## src/hdl/assert_macros.svh

```systemverilog
// Assertion helpers shared by the RTL. Simulation builds get the checks,
// synthesis builds get empty bodies.
`ifndef ASSERT_MACROS_SVH
`define ASSERT_MACROS_SVH
`ifndef SYNTHESIS
// Same-cycle implication, checked at every rising edge outside reset.
`define ASSERT_IMPLIES(lbl, clk, rst, ante, cons) \
  lbl: assert property (@(posedge clk) disable iff (rst) (ante) |-> (cons)) \
    else $error("same-cycle implication failed");
// Next-cycle implication, checked at every rising edge outside reset.
`define ASSERT_NEXT(lbl, clk, rst, ante, cons) \
  lbl: assert property (@(posedge clk) disable iff (rst) (ante) |=> (cons)) \
    else $error("next-cycle implication failed");
`else
`define ASSERT_IMPLIES(lbl, clk, rst, ante, cons)
`define ASSERT_NEXT(lbl, clk, rst, ante, cons)
`endif
`endif

```

## src/hdl/dbgp_fifo.sv

```systemverilog
module dbgp_fifo #(
  parameter int W     = 8,
  parameter int DEPTH = 2
) (
  input  logic         clk,
  input  logic         rst,
  input  logic         push,
  input  logic [W-1:0] wdata,
  input  logic         pop,
  output logic [W-1:0] rdata,
  output logic         full,
  output logic         empty
);
  `include "assert_macros.svh"

  localparam int AW = (DEPTH > 1) ? $clog2(DEPTH) : 1;
  localparam int CW = $clog2(DEPTH + 1);

  logic [W-1:0]  mem [DEPTH];
  logic [AW-1:0] wr_ptr;
  logic [AW-1:0] rd_ptr;
  logic [CW-1:0] count;

  // Storage is written at the tail.
  always_ff @(posedge clk) begin
    if (push) begin
      mem[wr_ptr] <= wdata;
    end
  end

  // Pointers wrap at the depth; the count tracks the fill level.
  always_ff @(posedge clk) begin
    if (rst) begin
      wr_ptr <= '0;
      rd_ptr <= '0;
      count  <= '0;
    end else begin
      if (push) begin
        wr_ptr <= (wr_ptr == AW'(DEPTH - 1)) ? '0 : wr_ptr + 1'b1;
      end
      if (pop) begin
        rd_ptr <= (rd_ptr == AW'(DEPTH - 1)) ? '0 : rd_ptr + 1'b1;
      end
      if (push && !pop) begin
        count <= count + 1'b1;
      end else if (pop && !push) begin
        count <= count - 1'b1;
      end
    end
  end

  assign rdata = mem[rd_ptr];
  assign full  = (count == CW'(DEPTH));
  assign empty = (count == '0);

  `ASSERT_IMPLIES(a_no_overflow, clk, rst, push && !pop, !full)
  `ASSERT_IMPLIES(a_no_underflow, clk, rst, pop, !empty)
  `ASSERT_NEXT(a_push_fills, clk, rst, push && !pop, !empty)
endmodule

```

## config.mk

```make
export PLATFORM = sky130hd
export DESIGN_NAME = dbgp_fifo
export DESIGN_NICKNAME = d
export VERILOG_FILES = /design/src/hdl/dbgp_fifo.sv
export VERILOG_INCLUDE_DIRS = /design/src /design/src/hdl
export SDC_FILE = /design/constraint.sdc
export NUM_CORES = 1
export LEC_CHECK = 0
export BUFFER_PORTS_ARGS = -buffer_cell sky130_fd_sc_hd__buf_2
export CELL_PAD_IN_SITES_DETAIL_PLACEMENT = 1
export CELL_PAD_IN_SITES_GLOBAL_PLACEMENT = 1
export CORE_ASPECT_RATIO = 1.1
export CORE_UTILIZATION = 33
export DETAILED_ROUTE_END_ITERATION = 10
export PLACE_DENSITY = 0.76
export SETUP_SLACK_MARGIN = 0.2
export SLEW_MARGIN = 15
export SYNTH_ARGS = -nofsm -noshare
export SYNTH_HDL_FRONTEND = slang
export SYNTH_SLANG_ARGS = --single-unit
```

## constraint.sdc

```tcl
create_clock -name clk -period 1 [get_ports clk]
set_input_delay 0.05 -clock clk [delete_from_list [all_inputs] [get_ports clk]]
set_output_delay 0.05 -clock clk [all_outputs]
set_load 0.1 [all_outputs]
```

## After elaboration in Yosys (flattened, before gate mapping)

Memories as Yosys holds them, arrays and structs flattened. A register that Yosys moved wholly into a read port is not among the register bits.
Index checks and enable logic that the tools add are counted.
W data, S select, Z words.

- $add $sub $neg: 4
- Equal/unequal tests: 1
- Mux-type cells: 8
- Reductions and logical operators: 6

Operators with widths:

| operator | count |
|---|---|
| $mux W1 | 6 |
| $mux W2 | 2 |
| $add A1 B1 Y1 const B | 2 |
| $add A2 B1 Y2 const B | 1 |
| $eq A2 B2 Y1 const B | 1 |
| $logic_and A1 B1 Y1 | 2 |
| $logic_not A1 Y1 | 2 |
| $logic_not A2 Y1 | 1 |
| $reduce_bool A2 Y1 | 1 |
| $sub A2 B1 Y2 const B | 1 |

- Register bits after elaboration: 4
- Memory bits (writable): 16
- Input bits: 12
- Output and inout bits: 10
- Memories kept: 1

Memories:

| memory | depth | bits a word | rd ports | clocked after Yosys merged registers in | wr ports | line | RTL |
|---|---|---|---|---|---|---|---|
| mem | 2 | 8 | 1 | 1 | 1 | dbgp_fifo.sv:19 | `logic [W-1:0] mem [DEPTH];` |

## Longest topological paths before layout

Gate-level depths: netlist of run 1.

- Word-level depth: 4
- Depth in mapped cells: 5

## Least setup slack after synthesis of run 1

Ideal clock, no wire load.

- Path kind: register to output
- Start: reg count[0]
- End: out empty
- Arrival time: 1.582 ns
- Slack: -0.632 ns
- Stages on the path, launching flop included: 2
- Buffers on the path: 0
- Cell sequence: dfxtp_1 nor2_1

- Cells in the longest elaborated chain, start to end: 1

Ends and longest elaborated chain:

| element | line | RTL |
|---|---|---|
| from (decl) | dbgp_fifo.sv:22 | `logic [CW-1:0] count;` |
| from (signal assigned) | dbgp_fifo.sv:45 | `count <= count + 1'b1;` |
| from (signal assigned) | dbgp_fifo.sv:47 | `count <= count - 1'b1;` |
| $logic_not A2 Y1 | dbgp_fifo.sv:54 | `assign empty = (count == '0);` |
| to (decl) | dbgp_fifo.sv:12 | `output logic empty` |

No other way between the ends.

==> results of run 1 <==
-- worst paths after layout --
kind	startpoint	end	slack [ns]
max	flip-flop	rdata[0]	-0.30
min	pop	rd_ptr	0.11
max reg2reg	count[0]	count[1]	-0.11
min reg2reg	count[1]	count[1]	0.52
-- synth_stat cells, drive strengths merged --
library cell / count / area [µm²]
o21ai: 1 / 5.000
xor2: 2 / 17.52
dfxtp: 5 / 100.1
ha: 1 / 12.51
a21oi: 1 / 5.000
edfxtp: 16 / 480.5
buf: 1 / 5.000
and2b: 1 / 8.760
or3: 1 / 6.260
and2: 1 / 6.260
inv: 1 / 3.750
nor2b: 1 / 6.260
mux2: 8 / 90.09
xnor2: 2 / 17.52
nor2: 5 / 18.77
-- cell families (layout without fill, tap and decap cells) --
kind of cell	count (synthesis)	in the layout	synth area share (%)
AOI/OAI and AO/OA	2	2	1.277
DFF	21	21	74.12
xor gates and xnor gates	4	4	4.474
adders and majority gates	1	1	1.597
muxes	8	8	11.50
buffers and inverters	2	41	1.117
and+or+nand+nor	9	9	5.913
-- power groups by stage --
| stage | combinational [µW] | clock, µW | sequential [µW] |
|---|---|---|---|
| after detailed placement | 704 | 0 | 1090 |
| after CTS | 890 | 400 | 1060 |
| after floorplan | 555 | 0 | 1060 |
| after global routing | 929 | 433 | 1070 |
| final | 901 | 384 | 1060 |
| after global placement | 694 | 0 | 1080 |
-- critical path, delay by kind of cell, from the launching register on --
| kind | cells | cell delay, ns |
|---|---|---|
| flops | 1 | 0.45 |
| mux | 1 | 0.34 |
| buf+inv | 1 | 0.17 |
-- flip-flops by register name, indices dropped and copies added (netlist names), named ones only --
signal / count
mem: 16
wr_ptr: 1
rd_ptr: 1
count: 2
-- final cells by class --
cell class | count | share of cell area (%)
inverters | 1 | 0.2860
flip-flops and latches | 21 | 45.19
well taps | 30 | 2.860
repair buffers | 36 | 30.60
multi-input cells | 24 | 19.07
clock buffers | 4 | 2.002
-- repair_timing --
| action | 4_1_cts | 5_1_grt |
|---|---|---|
| hold buffers | 9 | 0 |
| setup endpoints to repair | 27 | 28 |
| buffers inserted | 3 | 0 |
| gates resized for setup | 33 | 2 |
| endpoints found under the hold margin | 21 | 0 |
| pin swaps | 2 | 2 |
-- routing by layer --
layer / wire [µm] / GRT usage, % / part of all wire (%)
met1: 582 / 13.04 / 40
met2: 793 / 24.88 / 54
met3: 51 / 2.874 / 3.5
met4: 31 / 8.824 / 2.1
met5: 0 / 0 / 0
-- cell usage in the layout (no fill, tap or decap) --
cell            n
nor2b_4         1
o21ai_0         1
and2_4          1
nor2_4          1
clkbuf_4        3
dfxtp_4         3
buf_12         10
a21oi_1         1
dfxtp_2         1
buf_6           3
buf_2          11
mux2_4          8
buf_4           3
or3_1           1
ha_1            1
nor2_1          4
dlygate4sd3_1   9
xor2_1          1
dfxtp_1         1
xor2_2          1
inv_1           1
edfxtp_1       16
clkbuf_1        1
and2b_4         1
xnor2_1         2
-- stage by stage --
step           utilization [%]  area (µm²)  instances  setup slack, ns  hold slack (ns)
2_1_floorplan                -       844.6         47          0.05298           0.1127
3_3_place_gp             46.33        1044        100          -0.1367           0.2405
5_1_grt                  58.28        1313        116          -0.3484           0.1378
6_report                 58.28        1313        116          -0.3042           0.1140
4_1_cts                  57.78        1301        116          -0.3126           0.1074
3_5_place_dp             46.33        1044        100          -0.1449           0.2432
==> flow_metrics.tcl, run 1 <==
set metrics [dict create \
    endpoint_kind "primary output" \
    ant_nets 0 \
    clk_pin_slew_ns 0.11 \
    route.vias.total 489 \
    drtIter0Drc 1 \
    netSwitchingPower_uw 796.8 \
    cts_root_buf "clkbuf_4" \
    grt_pass1_wl_mm 2.373 \
    outcome "finished with violations" \
    insertion_delay_ns 0.29 \
    seq_area_um2 593.1 \
    crit_path_max_fanout 8 \
    cts_sinks 21 \
    reg2reg_depth 4 \
    path_cells "mux2_4, buf_12" \
    finClkSkew_ns 0.001722 \
    wl_mm 1.459 \
    finalSetupViolCount 11 \
    place_congestion 0.6071 \
    seqPwrFrac_pct 45.2 \
    die_area_mm2 0.002572 \
    max_freq_mhz 766.8 \
    p_int_uw 1550 \
    die_y_um 53.10 \
    worst_pin_slew_ns 0.2604 \
    netlist_area_um2 783.3 \
    hold_depth 4 \
    min_period_ns 1.304 \
    switching_share_pct 33.96 \
    cts_max_path_buffers 2 \
    drv_slew 0 \
    start_util_pct 34.78 \
    total_power_uw 2346 \
    power_density_mw_per_mm2 1788 \
    synth_cell_types 15 \
    globalRouteTotalUtil_pct 13.10 \
    synth.avg_cell_area_um2 16.66 \
    synthCells 47 \
    p_comb_share_pct 38.4 \
    synth_nets 60 \
    worstPathRequired_ns 0.95 \
    min_period_over_period_pct 130.4 \
    antenna_found_initial 0 \
    cp-start-kind "flip-flop" \
    fin_ws_ns -0.3042 \
    grt_max_degree 12 \
    die_x_um 48.45 \
    slowest_stage "dfxtp_4" \
    first_pass_iters 4 \
    rsz0062_at_grt "yes" \
    gr-total-overflow 0 \
    criticalPathCategory "flip-flop to primary output" \
    layout.nets 100 \
    layout-drive-gt1-share_pct 54.65 \
    drc 0 \
    core_area_mm2 0.002252 \
    portBuffers 21 \
    tns_ns -2.688 \
    cts_inserted_buffers 3 \
    power.static_leakage_uw 0.0005366 \
    routedWlPerCell_um 12.58 \
    htree_num_levels 1 \
    seq_area_frac_synth_pct 74.12 \
    cts_tree "done" \
    relSlewSlack_pct 82.60 \
    arrival_ns 1.25 \
    io_pins 22 \
    rows 18 \
    synth-seq-cells 21 \
    finalHoldViolCount 0 \
    multi_input_area_um2 250.2 \
    violations "negative setup slack" \
    antenna_cells 0 \
    maxCapViolCount 0 \
    via_per_inst 4.216 \
    yosys_warnings 0 \
    pwr-share-clk_pct 16.4 \
    n_fill_cell 217 \
    synthToLayoutAreaGrowth_pct 67.57 \
    cp_slowest_stage_delay_ns 0.45 \
    hold_path.class "primary input to flip-flop" \
    grt_pass1_vias 525 \
    ir_drop_uv 1086 \
]
Power figures use the tool's default switching activity.
==> run 2: changes to the inputs <==
--- a/config.mk
+++ b/config.mk
@@ -8,4 +8,5 @@
 export LEC_CHECK = 0
 export BUFFER_PORTS_ARGS = -buffer_cell sky130_fd_sc_hd__buf_2
+export CAP_MARGIN = 20
 export CELL_PAD_IN_SITES_DETAIL_PLACEMENT = 1
 export CELL_PAD_IN_SITES_GLOBAL_PLACEMENT = 1
==> constraint.sdc (replaced) <==
create_clock -name clk -period 1 [get_ports clk]
set_input_delay 0.2 -clock clk [delete_from_list [all_inputs] [get_ports clk]]
set_output_delay 0.2 -clock clk [all_outputs]
set_load 0.02 [all_outputs]
==> flow_metrics.tcl, run 2 (same netlist as run 1, synthesis figures left out) <==
set metrics [dict create \
    finalSetupViolCount 11 \
    slowest_stage "dfxtp_4" \
    cts_tree "done" \
    largest-register "mem" \
    top_regs "mem x16, count x2" \
    rrSetupSlack_ns -0.16 \
    arrival_ns 1.19 \
    p_comb_share_pct 21.7 \
    antenna_cells 0 \
    first_pass_iters 2 \
    worst_pin_slew_ns 0.2505 \
    critical-path-top-delay-family "flip-flops" \
    cts_max_path_buffers 2 \
    largest_reg_flops 16 \
    grt_pass1_wl_mm 1.869 \
    ant_nets 0 \
    insertion_delay_ns 0.29 \
    die_area_mm2 0.002572 \
    layout-drive-gt1-share_pct 62.67 \
    cts_inserted_buffers 3 \
    hold_path.class "primary input to flip-flop" \
    outcome "finished with violations" \
    via_per_inst 4.257 \
    route.vias.total 447 \
    total_power_uw 1846 \
    seqPwrFrac_pct 57.3 \
    max_freq_mhz 720.2 \
    synthToLayoutAreaGrowth_pct 42.81 \
    dp_hpwl_um 859.8 \
    violations "negative setup slack" \
    holdWs_ns 0.08684 \
    power.static_leakage_uw 0.0004525 \
    maxCapViolCount 0 \
    finalHoldViolCount 0 \
    tns_ns -3.532 \
    layout_commonest_cell "edfxtp_1" \
    start_util_pct 34.78 \
    grt_pass1_vias 458 \
    p_int_uw 1394 \
    routedWlPerCell_um 11.53 \
    worstPathRequired_ns 0.80 \
    cts_root_buf "clkbuf_4" \
    min_period_over_period_pct 138.9 \
    globalRouteTotalUtil_pct 10.18 \
    power_density_mw_per_mm2 1651 \
    antenna_found_initial 0 \
    cp_slowest_stage_delay_ns 0.45 \
    switching_share_pct 24.48 \
    clk_pin_slew_ns 0.11 \
    die_x_um 48.45 \
    path_cells "mux2_4, buf_6" \
    wl_mm 1.211 \
    die_y_um 53.10 \
    min_period_ns 1.389 \
    n_fill_cell 223 \
    finClkSkew_ns 0.003210 \
    gr-total-overflow 0 \
    grt_max_degree 12 \
    cts_sinks 21 \
    core_area_mm2 0.002252 \
    portBuffers 21 \
    drv_slew 0 \
    rows 18 \
    relSlewSlack_pct 83.12 \
    worst-path-buf-inv 1 \
    endpoint_kind "primary output" \
    pre_cts_ws_ns -0.1819 \
    rsz0062_at_grt "yes" \
    crit_path_max_fanout 8 \
    pwr-share-clk_pct 21.0 \
    io_pins 22 \
    drtIter0Drc 1 \
    drc 0 \
    finalNonFillerCells 105 \
    netSwitchingPower_uw 451.9 \
    ir_drop_uv 835.7 \
    placed_cells 100 \
    place_congestion 0.6086 \
    layout_common_cells "edfxtp_1, buf_2, buf_6" \
    layout.nets 89 \
    cp-start-kind "flip-flop" \
    fin_ws_ns -0.3886 \
    htree_num_levels 1 \
    criticalPathCategory "flip-flop to primary output" \
]
-- run 2: path summary, 6_finish.rpt --
kind                            cells after the start       from         to
worst max-delay path                                2  flip-flop   rdata[1]
worst min-delay path                                1   wdata[2]  mem[1][2]
worst max register to register                      4   count[0]   count[1]
worst min register to register                      2     rd_ptr     rd_ptr
-- run 2: power groups by stage --
stage / sequential [µW] / combinational, µW / clock (µW)
CTS: 1060 / 400 / 407
detailed placement: 1080 / 320 / 0
floorplan: 1060 / 239 / 0
finish: 1060 / 401 / 388
global placement: 1080 / 313 / 0
global route: 1060 / 429 / 426
-- run 2: area by class of cell --
| class | instances | area, µm² | area share [%] |
|---|---|---|---|
| clock buffers | 4 | 26.28 | 2.349 |
| well taps | 30 | 37.54 | 3.356 |
| repair buffers | 25 | 197.7 | 17.67 |
| flip-flops and latches | 21 | 593.1 | 53.02 |
| multi-input cells | 24 | 252.7 | 22.60 |
| inverters | 1 | 11.26 | 1.007 |
-- run 2: repair_timing --
| action | in CTS | in global routing |
|---|---|---|
| hold buffers | 0 | 0 |
| pin swaps | 1 | 1 |
| resized for setup | 24 | 1 |
| buffers inserted | 1 | 0 |
| setup endpoints to repair | 27 | 27 |
-- run 2: layer usage --
layer	GRT usage, %	part of all wire, %
met1	10.34	40
met2	18.54	51
met3	3.448	7.0
met4	5.882	1.6
met5	0	0
-- run 2: metrics by stage --
step / instance area [µm²] / util, %
final: 1119 / 49.67
after detailed placement: 1010 / 44.83
after global routing: 1119 / 49.67
after global placement: 1010 / 44.83
after floorplan: 855.8 / -
after CTS: 1115 / 49.50
