--- config.mk ---
export PLATFORM = sky130hd
export DESIGN_NAME = dbgp_front
export DESIGN_NICKNAME = d
export VERILOG_FILES = /design/src/hdl/assert_macros.svh /design/src/hdl/dbgp_pkg.sv /design/src/hdl/dbgp_front.sv
export SDC_FILE = /design/constraint.sdc
export NUM_CORES = 1
export LEC_CHECK = 0
export BUFFER_PORTS_ARGS = -buffer_cell sky130_fd_sc_hd__buf_2
export CAP_MARGIN = 20
export CORE_UTILIZATION = 50
export DETAILED_ROUTE_END_ITERATION = 12
export GPL_ROUTABILITY_DRIVEN = 0
export PLACE_DENSITY = 0.71
export SETUP_SLACK_MARGIN = 0.05
export SYNTH_ARGS = -nofsm -noshare
export SYNTH_HDL_FRONTEND = slang
export SYNTH_SLANG_ARGS = --single-unit
export TNS_END_PERCENT = 5
--- constraint.sdc ---
create_clock -name clk -period 13.7 [get_ports clk]
set_input_delay 2.74 -clock clk [delete_from_list [all_inputs] [get_ports clk]]
set_output_delay 2.74 -clock clk [all_outputs]
set_load 0.01 [all_outputs]
--- src/hdl/assert_macros.svh ---
// Assertion helpers shared by the RTL. Simulation builds get the checks,
// synthesis builds get empty bodies.
`ifndef ASSERT_MACROS_SVH
`define ASSERT_MACROS_SVH
`ifndef SYNTHESIS
// Same-cycle implication, checked at every rising edge outside reset.
`define ASSERT_IMPLIES(lbl, clk, rst, ante, cons) \
  lbl: assert property (@(posedge clk) disable iff (rst) (ante) |-> (cons)) \
    else $error("same-cycle implication failed");
// Next-cycle implication, checked at every rising edge outside reset.
`define ASSERT_NEXT(lbl, clk, rst, ante, cons) \
  lbl: assert property (@(posedge clk) disable iff (rst) (ante) |=> (cons)) \
    else $error("next-cycle implication failed");
`else
`define ASSERT_IMPLIES(lbl, clk, rst, ante, cons)
`define ASSERT_NEXT(lbl, clk, rst, ante, cons)
`endif
`endif

--- src/hdl/dbgp_pkg.sv ---
package dbgp_pkg;

  // Register indexes on the configuration port.
  localparam logic [2:0] REG_FOCAL       = 3'd0;
  localparam logic [2:0] REG_CENTER_COL  = 3'd1;
  localparam logic [2:0] REG_CENTER_ROW  = 3'd2;
  localparam logic [2:0] REG_BASELINE    = 3'd3;
  localparam logic [2:0] REG_HALF_WIDTH  = 3'd4;
  localparam logic [2:0] REG_MAX_DEPTH   = 3'd5;
  localparam logic [2:0] REG_HALF_HEIGHT = 3'd6;
  localparam logic [2:0] REG_CELL_SIZE   = 3'd7;

  // Reset values of the registers.
  localparam logic [15:0] FOCAL_RST       = 16'd0;
  localparam logic [15:0] CENTER_COL_RST  = 16'd0;
  localparam logic [15:0] CENTER_ROW_RST  = 16'd0;
  localparam logic [11:0] BASELINE_RST    = 12'd1;
  localparam logic [15:0] HALF_WIDTH_RST  = 16'd10000;
  localparam logic [15:0] MAX_DEPTH_RST   = 16'd30000;
  localparam logic [15:0] HALF_HEIGHT_RST = 16'd1000;
  localparam logic [15:0] CELL_SIZE_RST   = 16'd100;

  // Base value a cell holds before the height is taken off.
  localparam logic signed [29:0] CELL_BASE_MM = 30'sd4000;

  // Numerator and quotient width, and divisor width, of the reprojection divide.
  localparam int NUM_W  = 28;
  localparam int DISP_W = 15;
  // Numerator and divisor widths of the grid divide.
  localparam int GRID_W = 17;
  localparam int CELL_W = 16;

  // Saturation limits of the position fields.
  localparam logic signed [29:0] POS_MAX = 30'sd8388607;
  localparam logic signed [29:0] POS_MIN = -30'sd8388608;
  localparam logic [NUM_W-1:0]   DEPTH_MAX = 28'd8388607;

  typedef struct packed {
    logic [15:0] focal_length;
    logic [15:0] center_col;
    logic [15:0] center_row;
    logic [11:0] baseline_mm;
    logic [15:0] half_width_mm;
    logic [15:0] max_depth_mm;
    logic [15:0] half_height_mm;
    logic [15:0] cell_size_mm;
  } cfg_t;

  // Item handed from the front to the back: numerator magnitudes and signs.
  typedef struct packed {
    logic              sign_x;
    logic              sign_y;
    logic [NUM_W-1:0]  mag_x;
    logic [NUM_W-1:0]  mag_y;
    logic [NUM_W-1:0]  mag_z;
    logic [DISP_W-1:0] disp;
  } mid_t;

  // Fields settled before the grid divide.
  typedef struct packed {
    logic signed [23:0] pos_x_mm;
    logic signed [23:0] pos_y_mm;
    logic [22:0]        pos_z_mm;
    logic               in_grid;
    logic signed [17:0] cell_value;
  } part_t;

  typedef struct packed {
    part_t       part;
    logic [15:0] grid_depth_index;
    logic [16:0] grid_lateral_index;
  } res_t;

endpackage

--- src/hdl/dbgp_front.sv ---
module dbgp_front (
  input  logic                 clk,
  input  logic                 rst,
  input  dbgp_pkg::cfg_t       cfg,
  input  logic                 push,
  output logic                 full,
  input  logic [10:0]          pixel_row,
  input  logic [10:0]          pixel_col,
  input  logic signed [15:0]   disparity_q4,
  input  logic                 obstacle_mark,
  input  logic                 mid_full,
  output logic                 mid_push,
  output dbgp_pkg::mid_t       mid_data
);
  import dbgp_pkg::*;

  logic              f_valid;
  logic [10:0]       f_row;
  logic [10:0]       f_col;
  logic [DISP_W-1:0] f_disp;
  logic              keep;
  logic              advance;

  logic signed [18:0] num_x;
  logic signed [18:0] num_y;
  logic [16:0]        abs_x;
  logic [16:0]        abs_y;
  logic [28:0]        prod_x;
  logic [28:0]        prod_y;

  // Only marked pixels with a positive disparity go on.
  assign keep    = obstacle_mark && !disparity_q4[15] && (disparity_q4 != 16'sd0);
  assign advance = !f_valid || !mid_full;
  assign full    = !advance;

  always_ff @(posedge clk) begin
    if (rst) begin
      f_valid <= 1'b0;
    end else if (advance) begin
      f_valid <= push && keep;
    end
  end

  always_ff @(posedge clk) begin
    if (advance) begin
      f_row  <= pixel_row;
      f_col  <= pixel_col;
      f_disp <= disparity_q4[DISP_W-1:0];
    end
  end

  // Offsets from the principal point, in sixteenths of a pixel.
  assign num_x = $signed({4'b0, f_col, 4'b0}) + 19'sd16 - $signed({3'b0, cfg.center_col});
  assign num_y = $signed({4'b0, f_row, 4'b0}) + 19'sd16 - $signed({3'b0, cfg.center_row});
  assign abs_x = num_x[18] ? 17'(-num_x) : num_x[16:0];
  assign abs_y = num_y[18] ? 17'(-num_y) : num_y[16:0];

  // Scale by the baseline; the queue register follows the multipliers.
  assign prod_x = abs_x * cfg.baseline_mm;
  assign prod_y = abs_y * cfg.baseline_mm;

  always_comb begin
    mid_data.sign_x = num_x[18];
    mid_data.sign_y = num_y[18];
    mid_data.mag_x  = prod_x[NUM_W-1:0];
    mid_data.mag_y  = prod_y[NUM_W-1:0];
    mid_data.mag_z  = cfg.focal_length * cfg.baseline_mm;
    mid_data.disp   = f_disp;
  end

  assign mid_push = f_valid && !mid_full;
endmodule

# After elaboration in Yosys (flattened, before gate mapping)
# Index checks and enable logic that the tools add are counted.
# word_totals
regBits	38
latchBits	0
mem_bits_rw	0
mem_bits_ro	0
input_bits	167
out_inout_bits	103
word_cells	25
memories	0
# op_classes
add_sub_neg	6
mul	3
div	0
magnitude_cmp	0
eq_ne	0
n_shift	0
n_mux	2
bitwise_logic	0
reduce_logical	10
# op_table
cell	n
multiplier 17 x 12 -> 28 bit	2
two-way mux 17 bit	2
negation 17 bit	2
subtractor 16 x 16 -> 17 bit	2
adder 15 x 5 -> 16 bit, second input constant	2
multiplier 16 x 12 -> 28 bit	1
nonzero test 16 bit	1
logical AND 1 bit	4
logical NOT 1 bit	4
logical OR 1 bit	1

# Logic depth before layout (Yosys ltp)
# Gate-level depths: netlist (run 1).
# logic_depth
ltp_word	5
depth_mapped	33
mapped_depth_nobuf	32

# Worst setup path after synthesis (run 1)
# Ideal clock, no wire load.
# synth_path
path_kind	input -> output
startpoint	in cfg[98] (netlist name)
endpoint	out mid_data[98] (netlist name)
arrival_ps	10182
t_required_ps	10960
slack_ps	778
stages	31
path_buffers	2
cell_sequence	inv_1 > ha_1 > ha_1 > clkbuf_1 > and4b_1 > a211oi_1 > a21oi_1 > a41oi_1 > a21oi_1 > inv_1 > o21ai_0 > xnor2_1 > clkbuf_1 > nand2_1 > fa_1 > fa_1 > inv_1 > fa_1 > fa_1 > inv_1 > fa_1 > inv_1 > ha_1 > or4_1 > a21oi_1 > o21a_1 > o31ai_1 > a2111oi_1 > o21ba_2 > a21oi_1 > o32a_1
# synth_lines
element	line	text
start, declared	dbgp_front.sv:4	input dbgp_pkg::cfg_t cfg,
end, declared	dbgp_front.sv:13	output dbgp_pkg::mid_t mid_data

==> results of run 1 <==
[cell usage in the layout (no fill, tap or decap), drive strengths merged, types with 17 or more instances in the layout]
| cell type | netlist | routed |
|---|---|---|
| inv | 563 | 563 |
| fa | 438 | 438 |
| nand2 | 404 | 404 |
| buf | 23 | 283 |
| ha | 242 | 242 |
| and2 | 212 | 212 |
| xnor2 | 77 | 77 |
| a21oi | 73 | 73 |
| nor2 | 66 | 66 |
| o21ai | 51 | 51 |
| edfxtp | 37 | 37 |
| nor3 | 28 | 28 |
| o21a | 26 | 26 |
| xor2 | 26 | 26 |
| a21o | 24 | 24 |
| nand3 | 22 | 22 |
| nand2b | 17 | 17 |
[worst max-delay path: cells and delay by family]
kind,cells,cell delay (ns)
fa+ha+maj,8,3.34
compound gates,9,2.32
simple gates,5,1.27
buf+inv,7,0.72
xor+xnor,1,0.25
[worst max path at each step]
| stage | slack, ns | endpoint | startpoint |
|---|---|---|---|
| final | 0.33 | mid_data[70] | cfg[82] |
| after CTS | 0.06 | mid_data[70] | cfg[85] |
| after global placement | 0.01 | mid_data[97] | cfg[99] |
| after floorplan | 0.78 | mid_data[98] | cfg[98] |
| after global routing | -0.02 | mid_data[70] | cfg[82] |
| after detailed placement | 0.04 | mid_data[97] | cfg[99] |
[stage by stage]
step / instance area [um^2] / setup TNS (ns)
final: 24930 / 0
after global routing: 24930 / -0.01793
after CTS: 24690 / 0
after detailed placement: 24470 / 0
after global placement: 24470 / 0
after floorplan: 22640 / 0
[registers in the layout, indices dropped and copies added, names as in the netlist]
| register | flops |
|---|---|
| f_valid | 1 |
| f_col | 11 |
| f_row | 11 |
| f_disp | 15 |
[final cells by class]
cell class | instances | area, um^2 | share of cell area [%]
multi-input cells | 1917 | 19120 | 76.70
diodes | 2 | 5.005 | 0.02008
clock inverters | 3 | 68.82 | 0.2761
inverters | 563 | 2113 | 8.478
well taps | 592 | 740.7 | 2.971
repair buffers | 283 | 1624 | 6.515
clock buffers | 5 | 125.1 | 0.5019
flip-flops and latches | 38 | 1131 | 4.537
[cell families (layout without fill, tap and decap cells)]
family | count (synthesis) | after routing | synth area share (%)
fa+ha+maj | 680 | 680 | 52.09
other cells | 0 | 2 | 0
compound gates | 280 | 280 | 8.443
mux | 6 | 6 | 0.2652
simple gates | 848 | 848 | 18.62
flops | 38 | 38 | 4.995
buf+inv | 687 | 854 | 11.53
xor+xnor | 103 | 103 | 4.050
[per-layer routing]
| metal | share of wire (%) | routed length [um] |
|---|---|---|
| met4 | 2.0 | 1100 |
| met3 | 5.0 | 2710 |
| met1 | 44 | 23760 |
| met5 | 0.046 | 25 |
| met2 | 49 | 26690 |
[repair_timing]
| item | in CTS | in global routing |
|---|---|---|
| hold buffers | 0 | 0 |
| gates resized for setup | 4 | 37 |
| endpoints found under the setup margin | 3 | 11 |
| setup buffers | 0 | 6 |
| pin swaps | 0 | 12 |
==> flow_summary.ini, run 1 <==
[status]
status = completed

[clock_tree]
cts_tree = yes
cts-htree-levels = 2
clk_pin_slew_ns = 0.06
clock_sinks = 38
cts_buffer_depth = 2
insertion_delay_ns = 0.28
cts_buffers = 5
cts-root-buf = clkbuf_16

[setup_path]
rr_startpoint = f_valid
cp_slowest_cell = or4_4
critPathMaxFanout = 11
rr_worst_depth = 1
timing.reg2reg.setup_slack_ns = 12.35
max_stage_delay_ns = 0.54
cpMostUsedCell = fa_1
arrival_ns = 10.63
worstSetupStartpointType = input port
cp_data_required_time_ns = 10.96
end_kind = primary output
rr_endpoint = f_col[10]
path_class = in -> out

[hold_path]
hold_path_class = reg -> reg
min_from = f_valid
min_to = f_valid
min_path_cells = 2

[floorplan]
initial_core_util_pct = 50.98
chipWidth_um = 214.8
ios = 270
die-area_um2 = 46140
rows = 77
die_h_um = 214.8
core_um2 = 44410

[route]
antenna_left = 0
drt_first_iter_violations = 945
wirelength_um = 54290
dr_total_vias = 18180
wl_per_cell_um = 15.95
routed_via_density = 5.343
drcViolationCount = 0
dr.pass1.iters = 7

[finish]
area_growth_pct = 10.08
nets = 3655
utilization_pct = 56.13
drive_above_1_share_pct = 12.74
finalNonFillerCells = 3403
fill_cells = 4053

[timing]
period_share_pct = 97.61
slew_violations = 0
fmax_ghz = 0.07478
setup_viol = 0
maxSlewHeadroom_pct = 28.72
hold_violations = 0
timing.hold.ws_ns = 1.149
skew_ns = 0.006576
timing.final.ws_setup_ns = 0.3270
rsz0062_at_grt = yes
finalCriticalPeriod_ns = 13.37
tightest_slew_ns = 1.069

[global_routing]
use_met2_pct = 42.41
grt_max_degree = 51
grt_busiest_layer = met2
grt_util_met1_pct = 32.49
grt_util_all_layers_pct = 24.33
grt_pass1_wl_um = 92980
antenna_found_initial = 3
grt_pass1_vias = 19380
grt_use_met3_pct = 2.576
overflow = 0

[synthesis]
synth_top_area_share_pct = 38.72
ys.flop_type = edfxtp_1
synth_edf_count = 37
synth_area_per_cell_um2 = 8.571
synthArstFlopShare_pct = 0
synth_cell_types = 90
synth.most_common_cell = inv_1
synth_area_leaders = fa_1 (39%), ha_1 (13%), inv_1 (9.3%), nand2_1 (6.7%), and2_1 (5.8%)
yosysWarnings = 0
seq_area_frac_synth_pct = 4.995
ys_ff_latch = 38
netlist_area_um2 = 22640
syn_inst = 2642
yosysTopAreaCell = fa_1
yosys-top-cells-count = inv_1 (562), fa_1 (438), nand2_1 (404), ha_1 (242), and2_1 (211)
syn_nets = 3489

[placed_design]
io_buffers = 205
dpl.cell_count = 3387
dp_slack_ns = 0.03903
dp_hpwl_um = 44790

[flow_run]
max_cap_violations = 0
Power of run 1 is left out: the tool's default activity adds up to more than one toggle a clock period on the data nets, which glitch-free logic cannot reach.
==> run 2: changes to the inputs <==
CORE_ASPECT_RATIO = 1.5   (was not set)
==> flow_summary.ini, run 2 (synthesis results as in run 1) <==
[clock_tree]
clock_sinks = 38
cts-htree-levels = 2
clk_pin_slew_ns = 0.06
cts-root-buf = clkbuf_16
cts_buffers = 5
cts_tree = yes
insertion_delay_ns = 0.29
hold_buffers = 0
cts_buffer_depth = 2

[finish]
mostFrequentLayoutCells = inv_1 (561), fa_1 (438), nand2_1 (404)
final_common_cell = inv_1
drive_above_1_share_pct = 12.83
utilization_pct = 55.84
nets = 3659
area_growth_pct = 10.21
largest_reg_flops = 15
regMostFlops = f_disp
reg.largest.list = f_disp (15), f_col (11), f_row (11)

[route]
routed_via_density = 5.417
wl_per_cell_um = 16.29
dr.pass1.iters = 5
drcViolationCount = 0
dr_total_vias = 18400
wirelength_um = 55340
drt_first_iter_violations = 950
antenna_left = 0

[setup_path]
path_buf_inv = 9
path_delay_family = adder cells
timing.reg2reg.setup_slack_ns = 12.56
critPathMaxFanout = 12
cp_data_required_time_ns = 10.96
worstSetupStartpointType = input port
cpMostUsedCell = fa_1
cp_slowest_cell = fa_1
arrival_ns = 10.56
path_class = in -> out
end_kind = primary output
max_stage_delay_ns = 0.55

[timing]
setup_viol = 0
hold_violations = 0
fmax_ghz = 0.07521
tightest_slew_ns = 1.128
finalCriticalPeriod_ns = 13.30
period_share_pct = 97.06
rsz0062_at_grt = yes
slew_violations = 0
maxSlewHeadroom_pct = 24.82
skew_ns = 0.005710

[floorplan]
chipWidth_um = 175.8
initial_core_util_pct = 50.67
rows = 95
core_um2 = 44690
die_h_um = 262.6
ios = 270
die-area_um2 = 46160

[status]
status = completed

[global_routing]
overflow = 0
grt_max_degree = 51
grt_util_all_layers_pct = 25.10
antenna_found_initial = 2
grt_pass1_vias = 20370
grt_pass1_wl_um = 94500

[placed_design]
dp_hpwl_um = 44930
io_buffers = 205

[flow_run]
max_cap_violations = 0

[hold_path]
hold_path_class = reg -> reg
run 2: stage by stage:
| stage | setup slack (ns) | instance area [um^2] | hold WS [ns] | instances | TNS, ns |
|---|---|---|---|---|---|
| after global routing | 0.03042 | 24960 | 0.9556 | 3397 | 0 |
| final | 0.4034 | 24960 | 0.8772 | 3397 | 0 |
| after floorplan | 0.7779 | 22640 | 1.288 | 2642 | 0 |
| after CTS | 0.03757 | 24700 | 0.8884 | 3386 | 0 |
| after global placement | 0.002863 | 24470 | 0.8489 | 3377 | 0 |
| after detailed placement | -0.1168 | 24470 | 0.8753 | 3378 | -0.1209 |
run 2: timing repair:
action	in CTS	in global routing
resized for setup	5	38
buffers inserted	0	9
pin swaps	0	16
endpoints found under the setup margin	2	7
endpoints found under the hold margin	0	0
run 2: worst paths after layout:
kind,start,to,cells past startpoint
worst min-delay path,f_valid,f_row[9],2
worst min register to register,f_valid,f_row[9],2
worst max-delay path,cfg[98],mid_data[98],33
worst max register to register,f_valid,f_col[0],2
run 2: routing by layer:
| metal | routed length (um) | GRT usage [%] | part of all wire [%] |
|---|---|---|---|
| met2 | 29580 | 47.29 | 53 |
| met5 | 0 | 0 | 0 |
| met4 | 2270 | 10.06 | 4.1 |
| met1 | 21060 | 28.89 | 38 |
| met3 | 2428 | 1.968 | 4.4 |
run 2: area by class of cell:
| cell class | instances | area [um^2] |
|---|---|---|
| diodes | 2 | 5.005 |
| clock buffers | 5 | 125.1 |
| clock inverters | 3 | 68.82 |
| fillers | 4103 | 19740 |
| inverters | 563 | 2113 |
| multi-input cells | 1917 | 19110 |
| flip-flops and latches | 38 | 1131 |
| well taps | 582 | 728.2 |
| repair buffers | 287 | 1674 |
run 2: worst register-to-register path, stage by stage (launching register included):
cell	delay, ns
dfxtp_1	0.30
nand2_1	0.07
buf_4	0.41
Power of run 2 is left out for the same reason.
==> run 3: changes to the inputs <==
ABC_AREA = 1   (was not set)
PLACE_DENSITY = not set   (was 0.71)
PLACE_DENSITY_LB_ADDON = 0.05   (was not set)
==> flow_summary.ini, run 3 <==
[setup_path]
crit_end = mid_data[96]
arrival_ns = 10.05
worstSetupStartpointType = input port
path_class = in -> out
max_stage_delay_ns = 0.55
path_buf_inv = 9
end_kind = primary output
cpMostUsedCell = nand2_1
critPathMaxFanout = 14
worst-path-stages = 32
path_delay_family = adder cells
cp_slowest_cell = fa_1
timing.reg2reg.setup_slack_ns = 12.49
cp_data_required_time_ns = 10.96
crit_path_start = cfg[102]
rr_endpoint = f_col[10]
rr_worst_depth = 2
rr_startpoint = f_valid

[global_routing]
antenna_found_initial = 1
grt_pass1_vias = 21270
grt_util_all_layers_pct = 27.21
grt_max_degree = 48
grt_pass1_wl_um = 101900
overflow = 0

[clock_tree]
insertion_delay_ns = 0.31
clk_pin_slew_ns = 0.08
cts_resized = 0
cts_buffers = 5
cts-root-buf = clkbuf_16
cts-htree-levels = 2
clock_sinks = 38
cts_tree = yes
cts_buffer_depth = 2
hold_buffers = 0
post_cts_buffers = 0

[timing]
slew_violations = 0
fmax_ghz = 0.07818
timing.final.ws_setup_ns = 0.9090
maxSlewHeadroom_pct = 26.50
hold_violations = 0
period_share_pct = 93.36
tightest_slew_ns = 1.103
rsz0062_at_grt = no
setup_viol = 0
setup_tns_ns = 0
finalCriticalPeriod_ns = 12.79
skew_ns = 0.01056

[floorplan]
die_h_um = 265.6
ios = 270
core_um2 = 45760
die-area_um2 = 47200
rows = 96
initial_core_util_pct = 50.61
chipWidth_um = 177.7

[route]
drcViolationCount = 0
routed_via_density = 5.186
dr_total_vias = 19660
wl_per_cell_um = 15.95
dr.pass1.iters = 7
antenna_left = 0
drt_first_iter_violations = 944
wirelength_um = 60480

[synthesis]
yosysWarnings = 0
synth_cell_types = 54
netlist_area_um2 = 23160
synth.most_common_cell = inv_1
synth_area_per_cell_um2 = 7.574
syn_inst = 3058
yosys-top-cells-count = inv_1 (772), nand2_1 (762), fa_1 (438), ha_1 (242), nor2_1 (193)
ys.flop_type = edfxtp_1
synthArstFlopShare_pct = 0
ys_ff_latch = 38
seq_area_frac_synth_pct = 4.884
synth_edf_count = 37
syn_nets = 3905
synth_top_area_share_pct = 37.86
synth_area_leaders = fa_1 (38%), ha_1 (13%), inv_1 (13%), nand2_1 (12%), edfxtp_1 (4.8%)
yosysTopAreaCell = fa_1

[status]
status = completed

[finish]
finalNonFillerCells = 3791
final_common_cell = inv_1
regMostFlops = f_disp
ff_latch_area_um2 = 1131
multi_input_area_um2 = 18680
drive_above_1_share_pct = 10.15
fill_cells = 4568
nets = 4048
utilization_pct = 54.28
largest_reg_flops = 15
area_growth_pct = 7.261
reg.largest.list = f_disp (15), f_col (11), f_row (11)
mostFrequentLayoutCells = inv_1 (772), nand2_1 (761), fa_1 (438)

[flow_run]
max_cap_violations = 0

[placed_design]
io_buffers = 205
dp_slack_ns = 0.9382
dpl.cell_count = 3782
dp_hpwl_um = 50100

[hold_path]
hold_path_class = reg -> reg
==> run 3: changes by cell type in the layout (fill, tap and decap cells not counted), moves of 34 or more <==
cell     delta
nand2_1   +357
buf_4      -62
xnor2_1    -34
nor2_1    +129
nand3_1    +77
and2_1    -208
inv_1     +211
==> run 3: metrics by stage <==
step	hold WS, ns	instance area [um^2]
2_1_floorplan	1.317	23160
4_1_cts	0.9278	24840
3_5_place_dp	0.9237	24700
3_3_place_gp	0.8971	24700
5_1_grt	0.9609	24840
6_report	0.9130	24840
==> run 3: how the worst min path moves through the flow <==
stage | startpoint | endpoint | depth (start not counted)
floorplan | f_valid | f_valid | 2
global placement | f_valid | f_disp[12] | 2
detailed placement | f_valid | f_disp[12] | 2
finish | f_valid | f_disp[8] | 2
global route | f_valid | f_disp[8] | 2
CTS | f_valid | f_disp[9] | 2
==> run 3: layout make-up <==
cell class                 instances  share of cell area [%]
inverter                         801                   12.11
tap                              588                   2.961
sequential                        38                   4.553
multi-input combinational       2134                   75.18
clock inverter                     3                 0.06547
timing repair buffer             221                   4.613
clock buffer                       5                  0.5037
antenna                            1                 0.01007
==> run 3: cells by family after synthesis <==
family	Yosys count	share of synthesized area (%)
adders and majority gates	680	50.93
AOI/OAI and AO/OA	196	4.884
DFF	38	4.884
and+or+nand+nor	1177	21.55
buffers and inverters	886	14.49
xor gates and xnor gates	81	3.258
==> run 3: routing by layer <==
layer	wire [um]	vias up	global-route usage (%)
met5	0	-	0
met4	2205	0	10.44
met3	2098	108	1.601
met2	33300	453	52.59
met1	22870	9802	30.63
li1	-	9298	-
==> run 3: tightest hold or removal path, cell delays in order (launching register included) <==
cell and delay [ns]:
dfxtp_1 0.35, nand2_2 0.05, buf_4 0.29
Power of run 3 is left out for the same reason.
